## config.mk

```make
export PLATFORM = sky130hd
export DESIGN_NAME = modular_exponentiation
export DESIGN_NICKNAME = d
export VERILOG_FILES = /design/src/hw/rtl/mexp_pkg.sv /design/src/hw/rtl/modular_exponentiation.sv /design/src/hw/rtl/mexp_mulmod.sv
export SDC_FILE = /design/constraint.sdc
export NUM_CORES = 1
export LEC_CHECK = 0
export BUFFER_PORTS_ARGS = -buffer_cell sky130_fd_sc_hd__buf_2
export CAP_MARGIN = 15
export CELL_PAD_IN_SITES_DETAIL_PLACEMENT = 1
export CELL_PAD_IN_SITES_GLOBAL_PLACEMENT = 2
export CORE_ASPECT_RATIO = 1.1
export CORE_MARGIN = 4
export CORE_UTILIZATION = 39
export DETAILED_ROUTE_END_ITERATION = 12
export PLACE_DENSITY_LB_ADDON = 0.1
export SLEW_MARGIN = 40
export SYNTH_ARGS = -nofsm -noshare
export SYNTH_HDL_FRONTEND = slang
export SYNTH_SLANG_ARGS = --single-unit
```

## constraint.sdc

```tcl
create_clock -name clk_i -period 8.67 [get_ports clk_i]
set_input_delay 1.3005 -clock clk_i [delete_from_list [all_inputs] [get_ports clk_i]]
set_output_delay 1.3005 -clock clk_i [all_outputs]
set_load 0.02 [all_outputs]
```

## src/hw/rtl/mexp_pkg.sv

```systemverilog
// Shared constants, types and request/response structs of the modular exponentiation block.
package mexp_pkg;

  localparam int MOD_WIDTH   = 31;
  localparam int EXP_WIDTH   = 32;
  localparam int BASE_WIDTH  = 31;
  localparam int RES_WIDTH   = 31;
  localparam int OP_WIDTH    = (BASE_WIDTH > MOD_WIDTH) ? BASE_WIDTH : MOD_WIDTH;
  localparam int CNT_WIDTH   = $clog2(OP_WIDTH);
  localparam int IN_BITS     = 1 + BASE_WIDTH + EXP_WIDTH;
  localparam int IN_TDATA_W  = ((IN_BITS + 7) / 8) * 8;
  localparam int OUT_TDATA_W = ((RES_WIDTH + 7) / 8) * 8;

  typedef logic [MOD_WIDTH-1:0]  mod_t;
  typedef logic [EXP_WIDTH-1:0]  exp_t;
  typedef logic [OP_WIDTH-1:0]   opnd_t;
  typedef logic [RES_WIDTH-1:0]  res_t;
  typedef logic [CNT_WIDTH-1:0]  cnt_t;

  localparam mod_t MODULUS_RESET = mod_t'(1000000007);

  // Opcode values of the input request
  localparam logic OPC_POWER   = 1'b0;
  localparam logic OPC_INVERSE = 1'b1;

  // Request to the shared modular multiplier
  typedef struct packed {
    logic  start;
    opnd_t a;
    mod_t  b;
  } mm_req_t;

  // Response of the shared modular multiplier
  typedef struct packed {
    logic done;
    mod_t product;
  } mm_rsp_t;

endpackage

```

## src/hw/rtl/modular_exponentiation.sv

```systemverilog
// Top level: square-and-multiply sequencer around a shared modular multiplier.
//
//  Port group       Dir  Carries
//  s_axis_*         in   request: opcode, base_value, exponent
//  m_axis_*         out  result: residue
//  cfg_we/wdata     in   modulus register write
//
// Each modular product is computed by the bit-serial multiplier.
// An item reduces the base once, then does one square per exponent bit below the top
// set bit and one multiply per set bit; a zero modulus skips straight to a zero result.
// Reset loads the modulus with 1000000007 and empties the output register.
// The input is ready only when the sequencer is idle; a waiting result does
// not block the next request, but its completion waits for the output slot.
module modular_exponentiation (
  input  logic                              clk_i,
  input  logic                              rst_ni,
  // opcode [0], base_value [31:1], exponent [63:32]
  input  logic [mexp_pkg::IN_TDATA_W-1:0]   s_axis_tdata_i,
  input  logic                              s_axis_tvalid_i,
  output logic                              s_axis_tready_o,
  // residue [30:0], zero above
  output logic [mexp_pkg::OUT_TDATA_W-1:0]  m_axis_tdata_o,
  output logic                              m_axis_tvalid_o,
  input  logic                              m_axis_tready_i,
  input  logic                              cfg_we_i,
  input  logic [mexp_pkg::MOD_WIDTH-1:0]    cfg_wdata_i
);

  typedef enum logic [2:0] {
    S_IDLE,
    S_REDUCE,
    S_MUL,
    S_SQR,
    S_FINISH
  } state_e;

  state_e             state_q;
  mexp_pkg::mod_t     modulus_q;
  mexp_pkg::mod_t     acc_q;
  mexp_pkg::mod_t     base_q;
  mexp_pkg::exp_t     exp_q;
  mexp_pkg::mm_req_t  req_q;
  mexp_pkg::mm_rsp_t  rsp;
  logic               out_valid_q;
  mexp_pkg::res_t     out_data_q;

  logic               in_accept;
  logic               in_opcode;
  mexp_pkg::opnd_t    in_base;
  mexp_pkg::exp_t     in_exp;
  mexp_pkg::exp_t     exp_sel;
  mexp_pkg::exp_t     exp_cur;
  logic               out_free;

  // Unpack the request, pick the exponent, and derive the current exponent and a free output slot
  always_comb begin
    in_accept = s_axis_tvalid_i && s_axis_tready_o;
    in_opcode = s_axis_tdata_i[0];
    in_base   = mexp_pkg::opnd_t'(s_axis_tdata_i[mexp_pkg::BASE_WIDTH:1]);
    in_exp    = s_axis_tdata_i[mexp_pkg::BASE_WIDTH+mexp_pkg::EXP_WIDTH:
                               mexp_pkg::BASE_WIDTH+1];
    if (in_opcode == mexp_pkg::OPC_INVERSE) begin
      exp_sel = (modulus_q >= mexp_pkg::mod_t'(2)) ?
                mexp_pkg::exp_t'(modulus_q - mexp_pkg::mod_t'(2)) : '0;
    end else begin
      exp_sel = in_exp;
    end
    exp_cur  = (state_q == S_SQR) ? (exp_q >> 1) : exp_q;
    out_free = !out_valid_q || m_axis_tready_i;
  end

  // Sequencer, operand registers, modulus and output register
  always_ff @(posedge clk_i or negedge rst_ni) begin
    if (!rst_ni) begin
      state_q     <= S_IDLE;
      modulus_q   <= mexp_pkg::MODULUS_RESET;
      acc_q       <= '0;
      base_q      <= '0;
      exp_q       <= '0;
      req_q       <= '0;
      out_valid_q <= 1'b0;
      out_data_q  <= '0;
    end else begin
      if (cfg_we_i) begin
        modulus_q <= cfg_wdata_i;
      end
      // Load a finished result into a free slot, drop an accepted one
      if (state_q == S_FINISH && out_free) begin
        out_valid_q <= 1'b1;
        out_data_q  <= mexp_pkg::res_t'(acc_q);
      end else if (m_axis_tready_i) begin
        out_valid_q <= 1'b0;
      end
      unique case (state_q)
        S_IDLE: begin
          if (in_accept) begin
            exp_q <= exp_sel;
            if (modulus_q == '0) begin
              acc_q   <= '0;
              state_q <= S_FINISH;
            end else begin
              acc_q   <= mexp_pkg::mod_t'(1);
              req_q   <= '{start: 1'b1, a: in_base, b: mexp_pkg::mod_t'(1)};
              state_q <= S_REDUCE;
            end
          end
        end
        S_REDUCE, S_SQR: begin
          if (rsp.done) begin
            base_q <= rsp.product;
            exp_q  <= exp_cur;
            if (exp_cur == '0) begin
              state_q <= S_FINISH;
            end else if (exp_cur[0]) begin
              req_q   <= '{start: 1'b1, a: mexp_pkg::opnd_t'(acc_q), b: rsp.product};
              state_q <= S_MUL;
            end else begin
              req_q   <= '{start: 1'b1, a: mexp_pkg::opnd_t'(rsp.product),
                           b: rsp.product};
              state_q <= S_SQR;
            end
          end else begin
            // Hold the start pulse to one cycle
            req_q.start <= 1'b0;
          end
        end
        S_MUL: begin
          if (rsp.done) begin
            acc_q <= rsp.product;
            // Skip the square after the top exponent bit
            if ((exp_q >> 1) == '0) begin
              state_q <= S_FINISH;
            end else begin
              req_q   <= '{start: 1'b1, a: mexp_pkg::opnd_t'(base_q), b: base_q};
              state_q <= S_SQR;
            end
          end else begin
            req_q.start <= 1'b0;
          end
        end
        S_FINISH: begin
          if (out_free) begin
            state_q <= S_IDLE;
          end
        end
        default: begin
          req_q.start <= 1'b0;
          state_q     <= S_IDLE;
        end
      endcase
    end
  end

  mexp_mulmod u_mulmod (
    .clk_i     (clk_i),
    .rst_ni    (rst_ni),
    .req_i     (req_q),
    .modulus_i (modulus_q),
    .rsp_o     (rsp)
  );

  assign s_axis_tready_o = (state_q == S_IDLE);
  assign m_axis_tvalid_o = out_valid_q;
  assign m_axis_tdata_o  = mexp_pkg::OUT_TDATA_W'(out_data_q);

`ifndef SYNTHESIS
  a_accept_busy: assert property (@(posedge clk_i) disable iff (!rst_ni)
    in_accept |=> (state_q != S_IDLE))
    else $error("request accepted but sequencer stayed idle");

  a_done_in_work: assert property (@(posedge clk_i) disable iff (!rst_ni)
    rsp.done |-> (state_q == S_REDUCE || state_q == S_MUL || state_q == S_SQR))
    else $error("product returned outside a working state");

  a_finish_emits: assert property (@(posedge clk_i) disable iff (!rst_ni)
    (state_q == S_FINISH && !out_valid_q) |=> (out_valid_q && state_q == S_IDLE))
    else $error("finished result not loaded into free output slot");
`endif

endmodule

```

## src/hw/rtl/mexp_mulmod.sv

```systemverilog
// Bit-serial interleaved modular multiplier: one operand bit per cycle.
module mexp_mulmod (
  input  logic              clk_i,
  input  logic              rst_ni,
  input  mexp_pkg::mm_req_t req_i,
  input  mexp_pkg::mod_t    modulus_i,
  output mexp_pkg::mm_rsp_t rsp_o
);

  logic             busy_q, busy_d;
  logic             done_q, done_d;
  mexp_pkg::cnt_t   cnt_q, cnt_d;
  mexp_pkg::opnd_t  a_q, a_d;
  mexp_pkg::mod_t   b_q, b_d;
  mexp_pkg::mod_t   r_q, r_d;

  logic [mexp_pkg::MOD_WIDTH+1:0] sum, m_ext, t1, t2;

  // Double, add the addend on a set bit, then fold back below the modulus
  always_comb begin
    m_ext = {2'b00, modulus_i};
    sum   = {1'b0, r_q, 1'b0} +
            (a_q[mexp_pkg::OP_WIDTH-1] ? {2'b00, b_q} : '0);
    t1    = (sum >= m_ext) ? (sum - m_ext) : sum;
    t2    = (t1 >= m_ext) ? (t1 - m_ext) : t1;
  end

  // Sequence the steps of one product
  always_comb begin
    busy_d = busy_q;
    done_d = 1'b0;
    cnt_d  = cnt_q;
    a_d    = a_q;
    b_d    = b_q;
    r_d    = r_q;
    if (req_i.start) begin
      busy_d = 1'b1;
      cnt_d  = mexp_pkg::cnt_t'(mexp_pkg::OP_WIDTH - 1);
      a_d    = req_i.a;
      b_d    = req_i.b;
      r_d    = '0;
    end else if (busy_q) begin
      r_d = t2[mexp_pkg::MOD_WIDTH-1:0];
      a_d = a_q << 1;
      cnt_d = cnt_q - 1'b1;
      if (cnt_q == '0) begin
        busy_d = 1'b0;
        done_d = 1'b1;
      end
    end
  end

  always_ff @(posedge clk_i or negedge rst_ni) begin
    if (!rst_ni) begin
      busy_q <= 1'b0;
      done_q <= 1'b0;
      cnt_q  <= '0;
      a_q    <= '0;
      b_q    <= '0;
      r_q    <= '0;
    end else begin
      busy_q <= busy_d;
      done_q <= done_d;
      cnt_q  <= cnt_d;
      a_q    <= a_d;
      b_q    <= b_d;
      r_q    <= r_d;
    end
  end

  assign rsp_o.done    = done_q;
  assign rsp_o.product = r_q;

`ifndef SYNTHESIS
  a_no_restart: assert property (@(posedge clk_i) disable iff (!rst_ni)
    req_i.start |-> !busy_q)
    else $error("multiplier restarted while busy");

  a_done_pulse: assert property (@(posedge clk_i) disable iff (!rst_ni)
    done_q |=> !done_q)
    else $error("done held longer than one cycle");

  a_last_step: assert property (@(posedge clk_i) disable iff (!rst_ni)
    (busy_q && !req_i.start && cnt_q == '0) |=> (done_q && !busy_q))
    else $error("last step did not raise done");
`endif

endmodule
```

# ---- After elaboration in Yosys (flattened, before gate mapping)
# Index checks and enable logic that the tools add are counted.
dict set report classes {
  n_lt_le_gt_ge 3
  bitwise 1
  addsub 5
  eq_ne 13
  muxes 47
  n_reduce_logical 21
}
# op n
set ops {}
lappend ops {{$mux W63} 4}
lappend ops {{$mux W31} 8}
lappend ops {{$mux W62} 3}
lappend ops {{$pmux W62 S3} 1}
lappend ops {{$mux W32} 5}
lappend ops {{$ge A33 B31 Y1} 2}
lappend ops {{$logic_not A32 Y1} 2}
lappend ops {{$pmux W32 S2} 1}
lappend ops {{$pmux W31 S2} 1}
lappend ops {{$add A32 B33 Y33} 1}
lappend ops {{$mux W33} 1}
lappend ops {{$sub A33 B31 Y33} 1}
lappend ops {{$sub A31 B2 Y32 const B} 1}
lappend ops {{$ge A31 B2 Y1 const B} 1}
lappend ops {{$logic_not A31 Y1} 1}
lappend ops {{$sub A31 B31 Y31} 1}
lappend ops {{$mux W3} 7}
lappend ops {{$mux W1} 12}
lappend ops {{$pmux W3 S4} 1}
lappend ops {{$mux W5} 2}
lappend ops {{$ne A2 B2 Y1 const B} 4}
lappend ops {{$reduce_bool A2 Y1} 4}
lappend ops {{$reduce_and A7 Y1} 1}
lappend ops {{$eq A3 B2 Y1 const B} 2}
lappend ops {{18 further kinds} 23}
dict set report totals {
  register_bits 323
  inputBits 100
  wordCells 106
  out_inout_bits 34
}

# ---- Logic depth before layout (Yosys ltp)
dict set report depth {
  depth_word 8
  depth_mapped 36
  depth_no_buf 33
}

# ---- Hierarchy
# A second synthesis with hierarchy kept.
dict set report unflattened {
  hier_cells 2261
  area_unflattened_um2 20988.9
}
# module cells_each seq_area_each_um2 area_each_um2 n_inst
set modules_own_cells {}
lappend modules_own_cells {modular_exponentiation 1027 5600.4 10980.5 1}
lappend modules_own_cells {mexp_mulmod 1234 2502.4 10008.3 1}

# ---- Worst setup path after synthesis
# OpenSTA, ideal clock, no wires.
dict set report synth_path {
  path_kind {register to register}
  start {reg u_mulmod.a_q[30]}
  end {reg u_mulmod.r_q[27]}
  path_buffers 2
  path_stages_with_launch 35
  required_ns 8.529
  setup_ns 0.141
  t_arrival_ns 7.307
  setup_slack_ns 1.222
  synth_period_minus_slack_ns 7.448
  path_cell_list {dfrtp_1 > clkbuf_1 > and2_1 > ha_1 > inv_1 > fa_1 > nand2b_1 > a21oi_1 > o21a_1 > o31a_1 > o31ai_1 > a31o_2 > o2111a_1 > a311o_1 > ha_1 > nand2_1 > nor3_1 > nand3_1 > o221ai_1 > a21oi_2 > nand2_4 > buf_6 > mux2_2 > ha_1 > a21o_1 > or3_1 > o221ai_1 > nand2_1 > a221oi_4 > o31ai_2 > a221oi_2 > o2111a_2 > nor2_8 > a2111oi_2 > a2111oi_2}
}
dict set report synth_via {
  elab_chain_cells 8
  elab_cells_between_ends 10
  cone_classes {add/sub (3); order compare (2); mux (5)}
}
# item line
set synth_lines {}
lappend synth_lines {{from (decl)} mexp_mulmod.sv:13} ;# mexp_pkg::opnd_t a_q, a_d;
lappend synth_lines {{from (signal assigned)} mexp_mulmod.sv:58} ;# a_q <= '0;
lappend synth_lines {{from (signal assigned)} mexp_mulmod.sv:65} ;# a_q <= a_d;
lappend synth_lines {{$mux W31 (*)} mexp_mulmod.sv:23} ;# (a_q[mexp_pkg::OP_WIDTH-1] ? {2'b00, b_q} : '0);
lappend synth_lines {{$add A32 B33 Y33 (*)} mexp_mulmod.sv:22} ;# sum = {1'b0, r_q, 1'b0} +
lappend synth_lines {{$sub A33 B31 Y33 / $ge A33 B31 Y1 (equally long branches)} mexp_mulmod.sv:24} ;# t1 = (sum >= m_ext) ? (sum - m_ext) : sum;
lappend synth_lines {{$mux W33 (*)} mexp_mulmod.sv:24}
lappend synth_lines {{$sub A31 B31 Y31 / $ge A33 B31 Y1 (equally long branches)} mexp_mulmod.sv:25} ;# t2 = (t1 >= m_ext) ? (t1 - m_ext) : t1;
lappend synth_lines {{$mux W31 (*)} mexp_mulmod.sv:25}
lappend synth_lines {{$mux W31 (*)} mexp_mulmod.sv:42} ;# end else if (busy_q) begin
lappend synth_lines {{$mux W31 (*)} mexp_mulmod.sv:36} ;# if (req_i.start) begin
lappend synth_lines {{to (signal assigned)} mexp_mulmod.sv:67} ;# r_q <= r_d;
lappend synth_lines {{to (decl)} mexp_mulmod.sv:15} ;# mexp_pkg::mod_t r_q, r_d;
# Every way passes the cells marked *; elsewhere a longest branch is shown, timed or not. The select of a mux whose other input is x is not followed.
# A chain may end at the register's enable or synchronous reset.

# ---- Final worst setup path
# Ends and elaborated chain as after synthesis.

==> reports/qor.csv <==
metric,value,unit
synth_flop_cell,dfrtp_1,
die_x,230,µm
dp_hpwl,56200,µm
drc_errors,0,
routedWlPerCell,23.4,µm
antenna_found_initial,0,
gr-total-overflow,0,
crit_path_start_kind,register,
fillers,6204,
io_buffers,132,
drive_above_1_share,0.215,
hold_viol,0,
vias,17900,
yosys_register_bits,323,
gp_congestion,0.949,
end_kind,register,
sw_frac_of_total,0.464,
internal_power,6.54,mW
crit_arrival,8630,ps
worstPathRequired,9080,ps
clkSinkCount,323,
ys_types,100,
async_flop_share,1.00,
seq_area_frac_synth,0.382,
cts_tree,built,
area_delta_synth_final,13.6,%
status,"finished, final reports clean",
combinationalPowerShare,0.662,
start_util,0.395,
grt_first_pass_wirelength,115000,µm
holdCritPathClass,register to register,
cts_inserted_buffers,39,
clkTransAtPathRegs,60,ps
htreeDepth,2,
core_area,53800,µm²
syn_nets,2504,
rows,89,
setup_tns,0,ps
ff2ff_path_depth,33,
root_buffer,clkbuf_16,
p_leak,11.0,nW
vdd_drop_max,0.345,mV
postLayoutCellArea,24100,µm²
antenna_left,0,
grt_start_max_net_pins,77,
dieArea,58200,µm²
switching_power,5.66,mW
timing.slew.headroom,0.478,
worst-path-max-fanout,12,
synth.avg_cell_area,9.20,µm²
hold_depth,2,
drt-total-wl,73800,µm
finalCritPeriodShare,0.948,
period_minus_slack,8220,ps
grt_use_total,0.250,
crit_slowest_cell,dfrtp_2,
slew_violations,0,
synth_edf_count,0,
drv_cap,0,
tightest_slew,781,ps
setup_viol,0,
clock_power_share,0.137,
slowest_delay,430,ps
drtIter0Drc,898,
placed_area,22700,µm²
power_density,506,nW/µm²
dr.pass1.iters,6,
crit_type,register to register,
die_h,253,µm
syn_area,21200,µm²
hold_buffers,0,
synth_cells,2306,
clock_path_buffers,3,
vias_per_cell,5.67,
max_freq,122,MHz
layout.nets,2595,
ys.warnings.count,0,
cpMostUsedCell,ha_1,
io_pins,134,
seqPwrFrac,0.200,
clk_latency,570,ps
clock_skew,25.3,ps
grt_pass1_vias,18800,
-- cells by family (layout without fill, tap and decap cells) --
kind of cell / count (synthesis) / count (layout) / share of synthesized area
compound gates: 659 / 659 / 0.208
xor+xnor: 106 / 106 / 0.0437
fa+ha+maj: 98 / 98 / 0.0588
buf+inv: 210 / 331 / 0.0419
flops: 323 / 323 / 0.382
mux: 233 / 233 / 0.121
other cells: 1 / 3 / 0.000177
simple gates: 676 / 676 / 0.145
-- cells in the final DEF (no fill, tap or decap), types with 16 or more instances in the layout --
master	count
mux2_2	177
a22o_1	28
ha_1	94
nand2_1	286
a21oi_1	147
o22a_1	18
buf_2	129
o21ai_0	155
and2_1	34
a211oi_1	28
nor2_1	174
nand3_1	34
buf_4	50
clkbuf_16	40
nor4_1	19
xnor2_1	79
mux2i_1	48
inv_1	67
o22ai_1	59
nor3_1	27
xor2_1	27
dfstp_2	16
nand2b_1	22
a21o_1	43
a31oi_1	38
dfrtp_1	303
nand4_1	17
-- registers in the layout (all words and copies together), names as in the netlist, 3 cells and up --
| register | count |
|---|---|
| exp_q | 32 |
| state_q | 3 |
| u_mulmod.r_q | 31 |
| acc_q | 31 |
| u_mulmod.cnt_q | 5 |
| req_q | 63 |
| u_mulmod.b_q | 31 |
| out_data_q | 31 |
| base_q | 31 |
| modulus_q | 31 |
| u_mulmod.a_q | 31 |
-- cell usage after synthesis (29+ instances only) --
library cell,n,area [µm²]
a211oi_1,29,218
a21o_1,43,323
a21oi_1,151,756
a31oi_1,38,238
and2_1,34,213
clkbuf_1,113,424
dfrtp_1,307,7680
ha_1,95,1190
inv_1,67,251
mux2_2,177,1990
mux2i_1,49,490
nand2_1,288,1080
nand3_1,35,175
nor2_1,175,657
o21ai_0,157,786
o22ai_1,59,369
xnor2_1,79,692
-- power groups by stage --
stage | clock [mW] | combinational [mW] | sequential [mW]
floorplan | 0 | 6.03 | 2.25
global placement | 0 | 7.78 | 2.45
detailed placement | 0 | 7.93 | 2.46
CTS | 1.72 | 8.00 | 2.44
global route | 1.78 | 8.86 | 2.50
finish | 1.68 | 8.08 | 2.44
-- stage by stage --
step / setup WS, ps / std cells / hold slack (ps) / util / total power, mW
3_3_place_gp: 384 / 3074 / 457 / 0.421 / 10.2
4_1_cts: 83.1 / 3148 / 487 / 0.446 / 12.2
6_report: 451 / 3157 / 479 / 0.448 / 12.2
3_5_place_dp: 153 / 3077 / 470 / 0.423 / 10.4
5_1_grt: -7.71 / 3155 / 511 / 0.448 / 13.1
2_1_floorplan: 1220 / 2306 / 448 / - / 8.28
-- critical path: cells and delay by family, from the launching register on --
family / cells / cell delay (ps)
AOI/OAI and AO/OA: 17 / 4050
and+or+nand+nor: 9 / 1620
muxes: 1 / 380
DFF: 1 / 430
adders and majority gates: 4 / 1320
buffers and inverters: 2 / 230
-- area by class of cell --
class,count,area (µm²),share of cell area
diodes,2,5.00,0.000208
clock buffers,57,1080,0.0450
clock inverters,14,195,0.00810
inverters,70,263,0.0109
multi-input cells,1773,12300,0.511
flip-flops and latches,323,8110,0.337
well taps,728,911,0.0378
repair buffers,190,1200,0.0499
-- metal layers --
metal,wire (µm),up-vias,track usage
met1,34000,8948,0.348
met4,2210,0,0.0717
li1,-,8507,-
met3,2700,96,0.0301
met2,34800,346,0.413
met5,0,-,0
-- what timing repair did --
item                       CTS  global route
setup endpoints to repair    0            31
buffers inserted             0             7
gates resized for setup      0            10
-- worst paths after layout --
kind / from / end / slack, ps
setup / recovery: u_mulmod.a_q[30]$_DFFE_PN0P_ / u_mulmod.r_q[27]$_DFFE_PN0P_ / 450
hold / removal: req_q[43]$_DFFE_PN0P_ / u_mulmod.a_q[12]$_DFFE_PN0P_ / 480
setup reg to reg: u_mulmod.a_q[30]$_DFFE_PN0P_ / u_mulmod.r_q[27]$_DFFE_PN0P_ / 450
hold reg to reg: req_q[43]$_DFFE_PN0P_ / u_mulmod.a_q[12]$_DFFE_PN0P_ / 480
max in group asynchronous: rst_ni / u_mulmod.cnt_q[2]$_DFFE_PN0P_ / 6510
min in group asynchronous: rst_ni / out_data_q[25]$_DFFE_PN0P_ / 670
No activity file was read; power rests on OpenSTA's default activity.
